===== src/hw/rtl/tslbq_pkg.sv =====
`timescale 1ns / 1ps

package tslbq_pkg;

  // Record status codes
  localparam logic [1:0] ST_CLEARED = 2'd0;
  localparam logic [1:0] ST_NOK     = 2'd1;
  localparam logic [1:0] ST_OK      = 2'd2;

  // Fault event codes
  localparam logic [1:0] EV_NONE   = 2'd0;
  localparam logic [1:0] EV_PASSED = 2'd1;
  localparam logic [1:0] EV_FAILED = 2'd2;

  // Item kinds carried in tuser
  localparam logic [1:0] MODE_TELEGRAM  = 2'd0;
  localparam logic [1:0] MODE_NEW_CYCLE = 2'd1;
  localparam logic [1:0] MODE_CLR_COUNT = 2'd2;
  localparam logic [1:0] MODE_CLR_ALL   = 2'd3;

  // Configuration register indexes
  localparam logic CFG_FAIL_THRESHOLD  = 1'b0;
  localparam logic CFG_GOOD_RX_TO_HEAL = 1'b1;

  localparam logic [3:0] FAIL_THRESHOLD_RST  = 4'd15;
  localparam logic [3:0] GOOD_RX_TO_HEAL_RST = 4'd10;

  // Cycle control value that marks a low battery seen in this driving cycle
  localparam logic [3:0] LOW_MARK = 4'd15;

  localparam logic [3:0] LVL_LOW      = 4'd1;
  localparam logic [3:0] LVL_MAX      = 4'd11;
  localparam logic [3:0] LIFE_MAX     = 4'd10;
  localparam logic [7:0] OUT_TEMP_OFS = 8'd50;

  localparam int IN_DATA_W  = 88;
  localparam int OUT_DATA_W = 16;

  typedef struct packed {
    logic [31:0] id;
    logic [3:0]  count;
    logic [1:0]  status;
    logic [3:0]  life;
    logic [15:0] odometer;
    logic [7:0]  sensor_temp;
    logic [7:0]  outside_temp;
    logic [3:0]  rx_ctrl;
  } record_t;

  typedef struct packed {
    logic [1:0]  mode;
    logic [1:0]  wheel;
    logic [3:0]  battery_level;
    logic [31:0] sensor_id;
    logic        force_init;
    logic [31:0] odometer_km;
    logic [7:0]  sensor_temp;
    logic [7:0]  outside_temp;
  } item_t;

  typedef struct packed {
    logic       accepted;
    logic       record_updated;
    logic [3:0] old_life;
    logic [3:0] new_life;
    logic [1:0] fault_event;
    logic [3:0] fault_count;
  } result_t;

  // Status towards the update logic from the other wheels
  typedef struct packed {
    logic others_ok;
    logic others_zero;
  } peer_t;

endpackage


===== src/hw/rtl/tslbq_update.sv =====
`timescale 1ns / 1ps

module tslbq_update (
  input  tslbq_pkg::record_t cur,
  input  tslbq_pkg::item_t   item,
  input  tslbq_pkg::peer_t   peer,
  input  logic [3:0]         fail_threshold,
  input  logic [3:0]         good_rx_to_heal,
  output tslbq_pkg::record_t nxt,
  output logic               upd,
  output logic [1:0]         fault_event
);
  import tslbq_pkg::*;

  logic       id_chg;
  logic       pass;
  logic       fail;
  logic       store_env;
  logic [3:0] ctrl_inc;

  assign id_chg   = (item.sensor_id != cur.id) || item.force_init;
  assign ctrl_inc = cur.rx_ctrl + 4'd1;

  always_comb begin
    nxt       = cur;
    upd       = 1'b0;
    pass      = 1'b0;
    fail      = 1'b0;
    store_env = 1'b0;

    if (id_chg) begin
      nxt.id           = item.sensor_id;
      nxt.count        = 4'd0;
      nxt.odometer     = 16'hFFFF;
      nxt.sensor_temp  = 8'hFF;
      nxt.outside_temp = 8'hFF;
      upd              = 1'b1;
    end

    if (item.battery_level != LVL_LOW) begin
      if (cur.life != item.battery_level &&
          !(item.battery_level == LVL_MAX && cur.life == LIFE_MAX)) begin
        upd      = 1'b1;
        nxt.life = (item.battery_level < LVL_MAX) ? item.battery_level : LIFE_MAX;
      end
      if (cur.status == ST_CLEARED && !item.force_init) begin
        upd = 1'b1;
        if (peer.others_ok) pass = 1'b1;
      end else if (item.force_init && peer.others_ok) begin
        pass = 1'b1;
      end
      nxt.status = ST_OK;
      // count good receptions; heal once when the limit is reached
      if (cur.rx_ctrl != LOW_MARK && cur.rx_ctrl < good_rx_to_heal) begin
        nxt.rx_ctrl = ctrl_inc;
        if (ctrl_inc == good_rx_to_heal && nxt.count != 4'd0) begin
          upd       = 1'b1;
          nxt.count = nxt.count - 4'd1;
          if (nxt.count == 4'd0 && peer.others_zero) pass = 1'b1;
        end
      end
    end else begin
      if (cur.rx_ctrl != LOW_MARK) begin
        nxt.rx_ctrl = LOW_MARK;
        nxt.status  = ST_NOK;
        nxt.life    = LVL_LOW;
        upd         = 1'b1;
        if (nxt.count < fail_threshold) begin
          nxt.count = nxt.count + 4'd1;
          store_env = 1'b1;
          if (nxt.count == fail_threshold) fail = 1'b1;
        end
      end
      if (nxt.life != LVL_LOW) begin
        nxt.status = ST_NOK;
        nxt.life   = LVL_LOW;
        upd        = 1'b1;
      end
    end

    if (store_env) begin
      nxt.odometer     = item.odometer_km[19:4];
      nxt.sensor_temp  = item.sensor_temp;
      nxt.outside_temp = item.outside_temp + OUT_TEMP_OFS;
    end

    fault_event = fail ? EV_FAILED : (pass ? EV_PASSED : EV_NONE);
  end

endmodule


===== src/hw/rtl/tire_sensor_low_battery_qualifier.sv =====
`timescale 1ns / 1ps

// Channel   Dir  Signals                         Content
// s_*       in   s_tvalid s_tready s_tdata s_tuser  one telegram or command
// m_*       out  m_tvalid m_tready m_tdata          one result per item
// cfg_*     in   cfg_we cfg_addr cfg_data           fail_threshold, good_rx_to_heal
//
// One item a cycle unless the result stalls: an input register, a single pass of
// update logic, and a result register; the wheel records sit in flops and are
// written as the item moves into the result register.
// rst clears all records and loads the register defaults.
// A stalled result holds the result register; the input register still
// takes one further item.
module tire_sensor_low_battery_qualifier #(
  parameter int NUM_WHEELS = 4
) (
  input  logic                             clk,
  input  logic                             rst,
  input  logic                             s_tvalid,
  output logic                             s_tready,
  // wheel[1:0] battery_level[5:2] sensor_id[37:6] force_init[38]
  // odometer_km[70:39] sensor_temp[78:71] outside_temp[86:79] zero[87]
  input  logic [tslbq_pkg::IN_DATA_W-1:0]  s_tdata,
  // mode[1:0]
  input  logic [1:0]                       s_tuser,
  output logic                             m_tvalid,
  input  logic                             m_tready,
  // accepted[0] record_updated[1] old_life[5:2] new_life[9:6]
  // fault_event[11:10] fault_count[15:12]
  output logic [tslbq_pkg::OUT_DATA_W-1:0] m_tdata,
  input  logic                             cfg_we,
  input  logic                             cfg_addr,
  input  logic [3:0]                       cfg_data
);
  import tslbq_pkg::*;

  localparam int WIDX = (NUM_WHEELS > 1) ? $clog2(NUM_WHEELS) : 1;

  logic [3:0] fail_threshold;
  logic [3:0] good_rx_to_heal;

  record_t rec [NUM_WHEELS];

  logic    in_valid;
  item_t   in_item;
  logic    advance;
  result_t res;

  logic            wheel_ok;
  logic            lvl_ok;
  logic [WIDX-1:0] widx;
  record_t         cur;
  record_t         upd_rec;
  logic            upd;
  logic [1:0]      upd_event;
  peer_t           peer;

  assign advance  = in_valid && (!m_tvalid || m_tready);
  assign s_tready = !in_valid || advance;

  always_ff @(posedge clk) begin
    if (rst) begin
      fail_threshold  <= FAIL_THRESHOLD_RST;
      good_rx_to_heal <= GOOD_RX_TO_HEAL_RST;
    end else if (cfg_we) begin
      case (cfg_addr)
        CFG_FAIL_THRESHOLD:  fail_threshold  <= cfg_data;
        CFG_GOOD_RX_TO_HEAL: good_rx_to_heal <= cfg_data;
        default: ;
      endcase
    end
  end

  always_ff @(posedge clk) begin
    if (rst) begin
      in_valid <= 1'b0;
    end else if (s_tready) begin
      in_valid <= s_tvalid;
    end
  end

  always_ff @(posedge clk) begin
    if (s_tready && s_tvalid) begin
      in_item.mode          <= s_tuser;
      in_item.wheel         <= s_tdata[1:0];
      in_item.battery_level <= s_tdata[5:2];
      in_item.sensor_id     <= s_tdata[37:6];
      in_item.force_init    <= s_tdata[38];
      in_item.odometer_km   <= s_tdata[70:39];
      in_item.sensor_temp   <= s_tdata[78:71];
      in_item.outside_temp  <= s_tdata[86:79];
    end
  end

  assign wheel_ok = {30'd0, in_item.wheel} < 32'(NUM_WHEELS);
  assign lvl_ok   = (in_item.battery_level != 4'd0) && (in_item.battery_level <= LVL_MAX);
  assign widx     = WIDX'(in_item.wheel);
  assign cur      = wheel_ok ? rec[widx] : '0;

  always_comb begin
    peer.others_ok   = 1'b1;
    peer.others_zero = 1'b1;
    for (int i = 0; i < NUM_WHEELS; i++) begin
      if (WIDX'(i) != widx) begin
        if (rec[i].status != ST_OK) peer.others_ok = 1'b0;
        if (rec[i].count != 4'd0) peer.others_zero = 1'b0;
      end
    end
  end

  tslbq_update u_update (
    .cur             (cur),
    .item            (in_item),
    .peer            (peer),
    .fail_threshold  (fail_threshold),
    .good_rx_to_heal (good_rx_to_heal),
    .nxt             (upd_rec),
    .upd             (upd),
    .fault_event     (upd_event)
  );

  always_comb begin
    res = '0;
    if (in_item.mode != MODE_TELEGRAM) begin
      res.accepted = 1'b1;
      if (wheel_ok && in_item.mode == MODE_NEW_CYCLE) res.fault_count = cur.count;
    end else if (wheel_ok && lvl_ok) begin
      res.accepted       = 1'b1;
      res.record_updated = upd;
      res.old_life       = cur.life;
      res.new_life       = upd_rec.life;
      res.fault_event    = upd_event;
      res.fault_count    = upd_rec.count;
    end
  end

  always_ff @(posedge clk) begin
    if (rst) begin
      for (int i = 0; i < NUM_WHEELS; i++) begin
        rec[i] <= '0;
      end
    end else if (advance) begin
      case (in_item.mode)
        MODE_TELEGRAM: begin
          if (wheel_ok && lvl_ok) begin
            // cycle control always moves; the rest only on a record change
            if (upd) begin
              rec[widx] <= upd_rec;
            end else begin
              rec[widx].rx_ctrl <= upd_rec.rx_ctrl;
            end
          end
        end
        MODE_NEW_CYCLE: begin
          for (int i = 0; i < NUM_WHEELS; i++) rec[i].rx_ctrl <= 4'd0;
        end
        MODE_CLR_COUNT: begin
          for (int i = 0; i < NUM_WHEELS; i++) begin
            rec[i].status <= ST_CLEARED;
            rec[i].count  <= 4'd0;
          end
        end
        MODE_CLR_ALL: begin
          for (int i = 0; i < NUM_WHEELS; i++) begin
            rec[i].status       <= ST_OK;
            rec[i].count        <= 4'd0;
            rec[i].odometer     <= 16'hFFFF;
            rec[i].sensor_temp  <= 8'hFF;
            rec[i].outside_temp <= 8'hFF;
            rec[i].life         <= 4'd0;
          end
        end
        default: ;
      endcase
    end
  end

  always_ff @(posedge clk) begin
    if (rst) begin
      m_tvalid <= 1'b0;
    end else if (advance) begin
      m_tvalid <= 1'b1;
    end else if (m_tready) begin
      m_tvalid <= 1'b0;
    end
  end

  always_ff @(posedge clk) begin
    if (advance) begin
      m_tdata <= {res.fault_count, res.fault_event, res.new_life, res.old_life,
                  res.record_updated, res.accepted};
    end
  end

endmodule

===== config.mk =====
export PLATFORM = sky130hd
export DESIGN_NAME = tire_sensor_low_battery_qualifier
export DESIGN_NICKNAME = d
export VERILOG_FILES = /design/src/hw/rtl/tslbq_pkg.sv /design/src/hw/rtl/tslbq_update.sv /design/src/hw/rtl/tire_sensor_low_battery_qualifier.sv
export SDC_FILE = /design/constraint.sdc
export NUM_CORES = 1
export LEC_CHECK = 0
export BUFFER_PORTS_ARGS = -buffer_cell sky130_fd_sc_hd__buf_2
export CORE_MARGIN = 3
export CORE_UTILIZATION = 61
export DETAILED_ROUTE_END_ITERATION = 7
export PLACE_DENSITY_LB_ADDON = 0.15
export SLEW_MARGIN = 20
export SYNTH_ARGS = -nofsm -noshare
export SYNTH_HDL_FRONTEND = slang
export SYNTH_HIERARCHICAL = 1
export SYNTH_SLANG_ARGS = --single-unit

===== constraint.sdc =====
create_clock -name clk -period 18.75 [get_ports clk]
set_input_delay 2.8125 -clock clk [delete_from_list [all_inputs] [get_ports clk]]
set_output_delay 2.8125 -clock clk [all_outputs]
set_load 0.02 [all_outputs]

==> results of run 1 <==
[layer usage]
layer  share of wire, %  up-vias
li1                   -     3470
met1                 41     3876
met2                 51      270
met3                5.4       55
met4                2.2        0
met5                  0        -
[power by group]
part / leakage (uW) / total (uW) / switching, uW / internal (uW)
sequential: 0.00253 / 649 / 14.6 / 634
combinational: 0.00250 / 107 / 64.8 / 42.4
clock: 0.000435 / 528 / 211 / 316
total: 0.00546 / 1280 / 291 / 993
[per-stage QoR]
stage,utilization (%),total power (uW),hold WS [ns],worst slack (ns),instances
3_3_place_gp,63.76,763.2,0.4660,10.87,1167
5_1_grt,68.39,1328,0.5132,10.43,1216
4_1_cts,68.25,1290,0.4886,10.87,1215
6_report,68.39,1284,0.4863,10.93,1216
3_5_place_dp,63.76,767.2,0.4796,10.90,1167
2_1_floorplan,-,736.4,0.4403,12.75,939
[tightest hold or removal path: cells and delay by family (launching register included)]
kind | cells | cell delay, ns
flops | 1 | 0.33
mux | 1 | 0.07
simple gates | 1 | 0.05
[state kept, by name, indices dropped and copies added, names as in the netlist, named ones only]
name             cells
in_valid             1
m_tvalid             1
fail_threshold       4
rec                184
widx                 2
in_item             39
m_tdata             16
good_rx_to_heal      4
[worst paths after layout]
path,cells after the start,startpoint,endpoint
worst min-delay path,2,fail_threshold[0]$_SDFFE_PP1P_,fail_threshold[0]$_SDFFE_PP1P_
worst max-delay path,17,register,rec[0][64]$_DFFE_PP_
worst min register to register,2,fail_threshold[0]$_SDFFE_PP1P_,fail_threshold[0]$_SDFFE_PP1P_
worst max register to register,17,register,rec[0][64]$_DFFE_PP_
[cell type report]
type | instances | area share (%)
multi-input cells | 554 | 33.10
flip-flops and latches | 253 | 54.17
well taps | 265 | 2.467
clock buffers | 27 | 5.027
inverters | 20 | 0.5585
repair buffers | 76 | 3.128
clock inverters | 21 | 1.545
==> qor.csv, run 1 <==
stage,metric,value,unit
outcome,outcome,finished clean,
timing,Final min period,7.824,ns
global_route,grt ovf,0,
placed_design,GP Congestion,0.8462,
placed_design,Port Buffers,68,
global_route,GR Util met1,32.19,%
layout,"most common cell after layout, fill and taps aside",edfxtp_1,
logic_synthesis,Synth Cell Area,0.01231,sq mm
layout,number of diodes,0,
die,io pins,118,
die,area of the core,0.01965,sq mm
clock_tree,hold_buf cts,0,
detailed_routing,vias per cell,6.308,
timing,Final setup viols,0,
timing,"Hold Vio Cnt, Final",0,
worst_setup_path,CP dominant cell by count,nand2_1,
power_and_ir_drop,power density over cell area,95.50,mW/mm^2
layout,FILL cells,1451,
layout,FF/Latch Area,0.007282,sq mm
detailed_routing,Routed WL,26.75,mm
worst_setup_path,CP Data Arrival Time,7.97,ns
die,Die ar.,0.02193,sq mm
clock_tree,CTS Buf Count,26,
detailed_routing,DRC,0,
placed_design,DP Area,0.01253,sq mm
logic_synthesis,Syn Area/Cell,13.11,sq um
worst_setup_path,crit end category,register,
worst_setup_path,CP peak stage delay,0.94,ns
power_and_ir_drop,Pleak,0.005457,uW
detailed_routing,routed len/inst,21.99,um
hold_path,Hold Crit Class,reg -> reg,
die,Initial Utilization,62.65,%
clock_tree,CTS tree,built,
global_route,first-pass GRT wire length,42.17,mm
clock_tree,"Clk pin slew, worst setup/hold paths",0.06,ns
logic_synthesis,Yosys warnings,6,
timing,setup_tns,0,ns
timing,fin crit share,41.73,%
timing,Max Slew Vio Count,0,
clock_tree,Setup Buffers After CTS,0,
worst_setup_path,CP Launch Type,register,
layout,fin nets,1042,
detailed_routing,DR pass1 iterations,5,
timing,relative slew slack,27.71,%
layout,area grow syn2layout,9.165,%
clock_tree,post-cts resize count,0,
global_route,vias in the first global route,7881,
global_route,GRT Util Overall,24.26,%
worst_setup_path,Worst Path Max Fanout,44,
layout,Final Instance Area,0.01344,sq mm
clock_tree,CTS root buffer,clkbuf_16,
timing,Final Skew,0.01058,ns
layout,"commonest non-fill, non-tap cells in the layout","221 x edfxtp_1, 119 x and3_1, 68 x buf_2",
worst_setup_path,CP max stage cell,and4_2,
clock_tree,worst-skew pair later-pin latency,0.52,ns
worst_setup_path,Reg2Reg Setup Slack,10.93,ns
worst_setup_path,critical path's top delay family,simple AND/OR/NAND/NOR gates,
detailed_routing,post-route ant nets,0,
clock_tree,clk sinks,253,
layout,area of the multi-input gates,0.004449,sq mm
detailed_routing,starting DRC count in detailed routing,588,
die,Die Ht,148.1,um
power_and_ir_drop,Peak VDD IR,83.96,uV
global_route,largest net degree at the start of global routing,130,
global_route,GR Util met2,42.43,%
detailed_routing,via count,7671,
die,die width,148.1,um
logic_synthesis,syn_nets,1050,
worst_setup_path,"Critical Path, Cell by Cell",buf_4 > mux4_2 > xor2_1 > nor4_1 > nand4_1 > nor3_2 > nand2_1 > ha_1 > a2111o_1 > nand3b_1 > nor2_1 > o22ai_1 > nand2_1 > nor2b_1 > and4_2 > and2_4 > or2_2,
global_route,initial antenna violation count,0,
worst_setup_path,WP data required,18.89,ns
worst_setup_path,Critical path buffers and inverters,1,
timing,worst slew pin tran,1.078,ns
logic_synthesis,post-synthesis instance total,939,
clock_tree,Max Buffers Root-to-Sink,3,
timing,RSZ-0062 raised after global routing,no,
global_route,busiest grt layer,met2,
run,Max-Cap Viols,0,
die,row cnt,51,
layout,layout cells sized above 1,21.14,%
placed_design,dpl hpwl,16.41,mm
timing,fmax,0.1278,GHz
global_route,met3 usage,3.291,%
worst_setup_path,worst setup path class,reg -> reg,
clock_tree,H-tree levels,1,
Power figures use the tool's default switching activity.
==> run 2: changes to the inputs <==
- ABC_AREA: unset -> 1
- clock period: 18.75 -> 7.7 ns (I/O delays scaled with it)
==> run 2 against run 1 <==
- first-iteration DRC count increased by 41%
- synthesized cell count increased by 46%
- total power increased by 150%
- via count increased by 20%
- design area increased by 0.33%
- flip-flop and latch count unchanged
==> qor.csv, run 2 <==
stage,metric,value,unit,change
outcome,outcome,finished clean,,
layout,"non-filler cells, final",1655,,+36%
global_route,grt ovf,0,,unchanged
detailed_routing,post-route ant nets,0,,unchanged
timing,relative slew slack,39.23,%,+12 points
detailed_routing,routed len/inst,16.46,um,-25%
detailed_routing,via count,9189,,+20%
die,row cnt,51,,unchanged
timing,Final min period,5.761,ns,-2.063 ns
timing,worst slew pin tran,0.9115,ns,-0.1663 ns
layout,Largest regs,"rec (184), in_item (39), m_tdata (16)",,
worst_setup_path,CP Launch Type,register,,
logic_synthesis,syn_nets,1482,,+41%
layout,final core utilization,68.61,%,+0.22 points
die,Initial Utilization,62.69,%,about the same
worst_setup_path,Reg2Reg Setup Slack,1.94,ns,-8.99 ns
layout,Final Instance Area,0.01349,sq mm,+0.33%
clock_tree,H-tree levels,1,,unchanged
timing,worst setup margin,1.939,ns,-8.987 ns
worst_setup_path,WP data required,7.87,ns,-11.02 ns
worst_setup_path,Reg2Reg Depth,22,,+5
logic_synthesis,post-synthesis instance total,1371,,+46%
placed_design,GP Congestion,0.8785,,+3.8%
timing,RSZ-0062 raised after global routing,no,,
run,Max-Cap Viols,0,,unchanged
layout,"commonest non-fill, non-tap cells in the layout","330 x nor2_1, 221 x edfxtp_1, 184 x nand2_1",,
layout,number of flip-flops under the largest register name,184,,unchanged
placed_design,DP Area,0.01259,sq mm,+0.47%
timing,fin crit share,74.82,%,+33 points
layout,fin nets,1481,,+42%
worst_setup_path,end of the worst register-to-register path,rec[1][74]$_DFFE_PP_,,
clock_tree,CTS root buffer,clkbuf_16,,
timing,"Hold Vio Cnt, Final",0,,unchanged
global_route,first-pass GRT wire length,43.71,mm,+3.6%
logic_synthesis,Synth Cell Area,0.01232,sq mm,about the same
layout,layout cells sized above 1,10.58,%,-11 points
timing,setup_tns,0,ns,unchanged
layout,area grow syn2layout,9.454,%,
clock_tree,hold_buf cts,0,,unchanged
detailed_routing,DR pass1 iterations,5,,unchanged
die,Die Ht,148.1,um,about the same
layout,"most common cell after layout, fill and taps aside",nor2_1,,
detailed_routing,starting DRC count in detailed routing,828,,+41%
hold_path,Hold Crit Class,reg -> reg,,
detailed_routing,DRC,0,,unchanged
die,die width,148.1,um,about the same
layout,"Most flops, register",rec,,
detailed_routing,Routed WL,27.25,mm,+1.9%
worst_setup_path,crit end category,register,,
placed_design,dpl hpwl,16.00,mm,-2.5%
worst_setup_path,CP max stage cell,clkinv_2,,
hold_path,sink of the worst hold path,rec[3][39]$_SDFFE_PP0P_,,
placed_design,Port Buffers,68,,unchanged
layout,number of diodes,0,,unchanged
timing,Final Skew,0.01377,ns,+0.003185 ns
die,area of the core,0.01965,sq mm,unchanged
die,io pins,118,,unchanged
clock_tree,Max Buffers Root-to-Sink,3,,unchanged
die,Die ar.,0.02194,sq mm,about the same
worst_setup_path,"Critical Path, Cell by Cell",clkinv_2 > buf_4 > o21ai_0 > o22ai_1 > xor2_1 > nor2_1 > nand2_1 > nor2_1 > nand2_1 > nor2_4 > nand2_4 > inv_2 > nand2_1 > ha_1 > nand2_1 > nand4_1 > o211ai_1 > buf_4 > nand2_2 > buf_4 > nand2_1 > buf_4,,
worst_setup_path,Worst Path Max Fanout,67,,+52%
timing,fmax,0.1736,GHz,+36%
global_route,largest net degree at the start of global routing,92,,-29%
power_and_ir_drop,Peak VDD IR,224.3,uV,+170%
placed_design,placed cells,1606,,+38%
hold_path,hold path startpoint,rec[3][39]$_SDFFE_PP0P_,,
placed_design,dpl ws,2.038,ns,-8.863 ns
global_route,vias in the first global route,8944,,+13%
clock_tree,clk sinks,253,,unchanged
global_route,initial antenna violation count,0,,unchanged
power_and_ir_drop,power density over cell area,236.9,mW/mm^2,+150%
timing,Final setup viols,0,,unchanged
detailed_routing,vias per cell,5.552,,-12%
logic_synthesis,Yosys warnings,6,,unchanged
power_and_ir_drop,Pleak,0.005833,uW,+6.9%
timing,Max Slew Vio Count,0,,unchanged
logic_synthesis,Syn Area/Cell,8.987,sq um,-31%
clock_tree,CTS tree,built,,
worst_setup_path,worst setup path class,reg -> reg,,
clock_tree,CTS Buf Count,27,,+3.8%
clock_tree,worst-skew pair later-pin latency,0.54,ns,+0.02 ns
clock_tree,"Clk pin slew, worst setup/hold paths",0.06,ns,about the same
worst_setup_path,CP dominant cell by count,nand2_1,,
worst_setup_path,CP Data Arrival Time,5.93,ns,-2.04 ns
hold_path,worst hold stages,2,,unchanged
clock_tree,Setup Buffers After CTS,0,,unchanged
clock_tree,post-cts resize count,0,,unchanged
global_route,GRT Util Overall,24.99,%,+0.73 points
worst_setup_path,CP peak stage delay,0.68,ns,-0.26 ns
## run 2: report_power, final
part	internal [uW]	switching, uW
clock network	785	518
registers	1550	26.1
logic	93.3	225
total	2430	769
## run 2: per-layer routing
metal | vias up | global-route usage (%) | wire length, um
met2 | 361 | 42.18 | 13270
li1 | 4484 | - | -
met1 | 4297 | 33.64 | 11280
met4 | 0 | 7.945 | 466
met3 | 47 | 4.022 | 2226
met5 | - | 0 | 0
## run 2: critical path: cells and delay by family, from the launching register on
| family | cells | cell delay, ns |
|---|---|---|
| buffers and inverters | 6 | 2.41 |
| xor gates and xnor gates | 1 | 0.15 |
| and+or+nand+nor | 11 | 1.69 |
| adders and majority gates | 1 | 0.29 |
| AOI/OAI and AO/OA | 3 | 0.48 |
| DFF | 1 | 0.33 |
## run 2: worst max-delay path by stage
stage	slack [ns]	end	start	cells past startpoint
2_1_floorplan	3.20	rec[3][46]$_SDFFCE_PP0P_	register	25
3_3_place_gp	2.11	rec[1][65]$_DFFE_PP_	register	23
3_5_place_dp	2.04	rec[1][64]$_DFFE_PP_	register	23
4_1_cts	1.97	rec[1][74]$_DFFE_PP_	register	22
5_1_grt	1.54	rec[2][66]$_DFFE_PP_	register	21
6_report	1.94	rec[1][74]$_DFFE_PP_	register	22
## run 2: layout make-up
cell class,count,area [sq um]
fill,1571,6168
timing repair buffer,83,452.9
multi-input combinational,838,3899
sequential,253,7278
clock buffer,32,704.4
clock inverter,17,190.2
tap,265,331.6
inverter,167,629.4
## run 2: per-stage QoR
step                      total power [uW]  hold slack, ns
after floorplan                       1829          0.4354
after global placement                1907          0.4556
after detailed placement              1917          0.4667
after CTS                             3213          0.4797
after global routing                  3324          0.5072
final                                 3195          0.4777
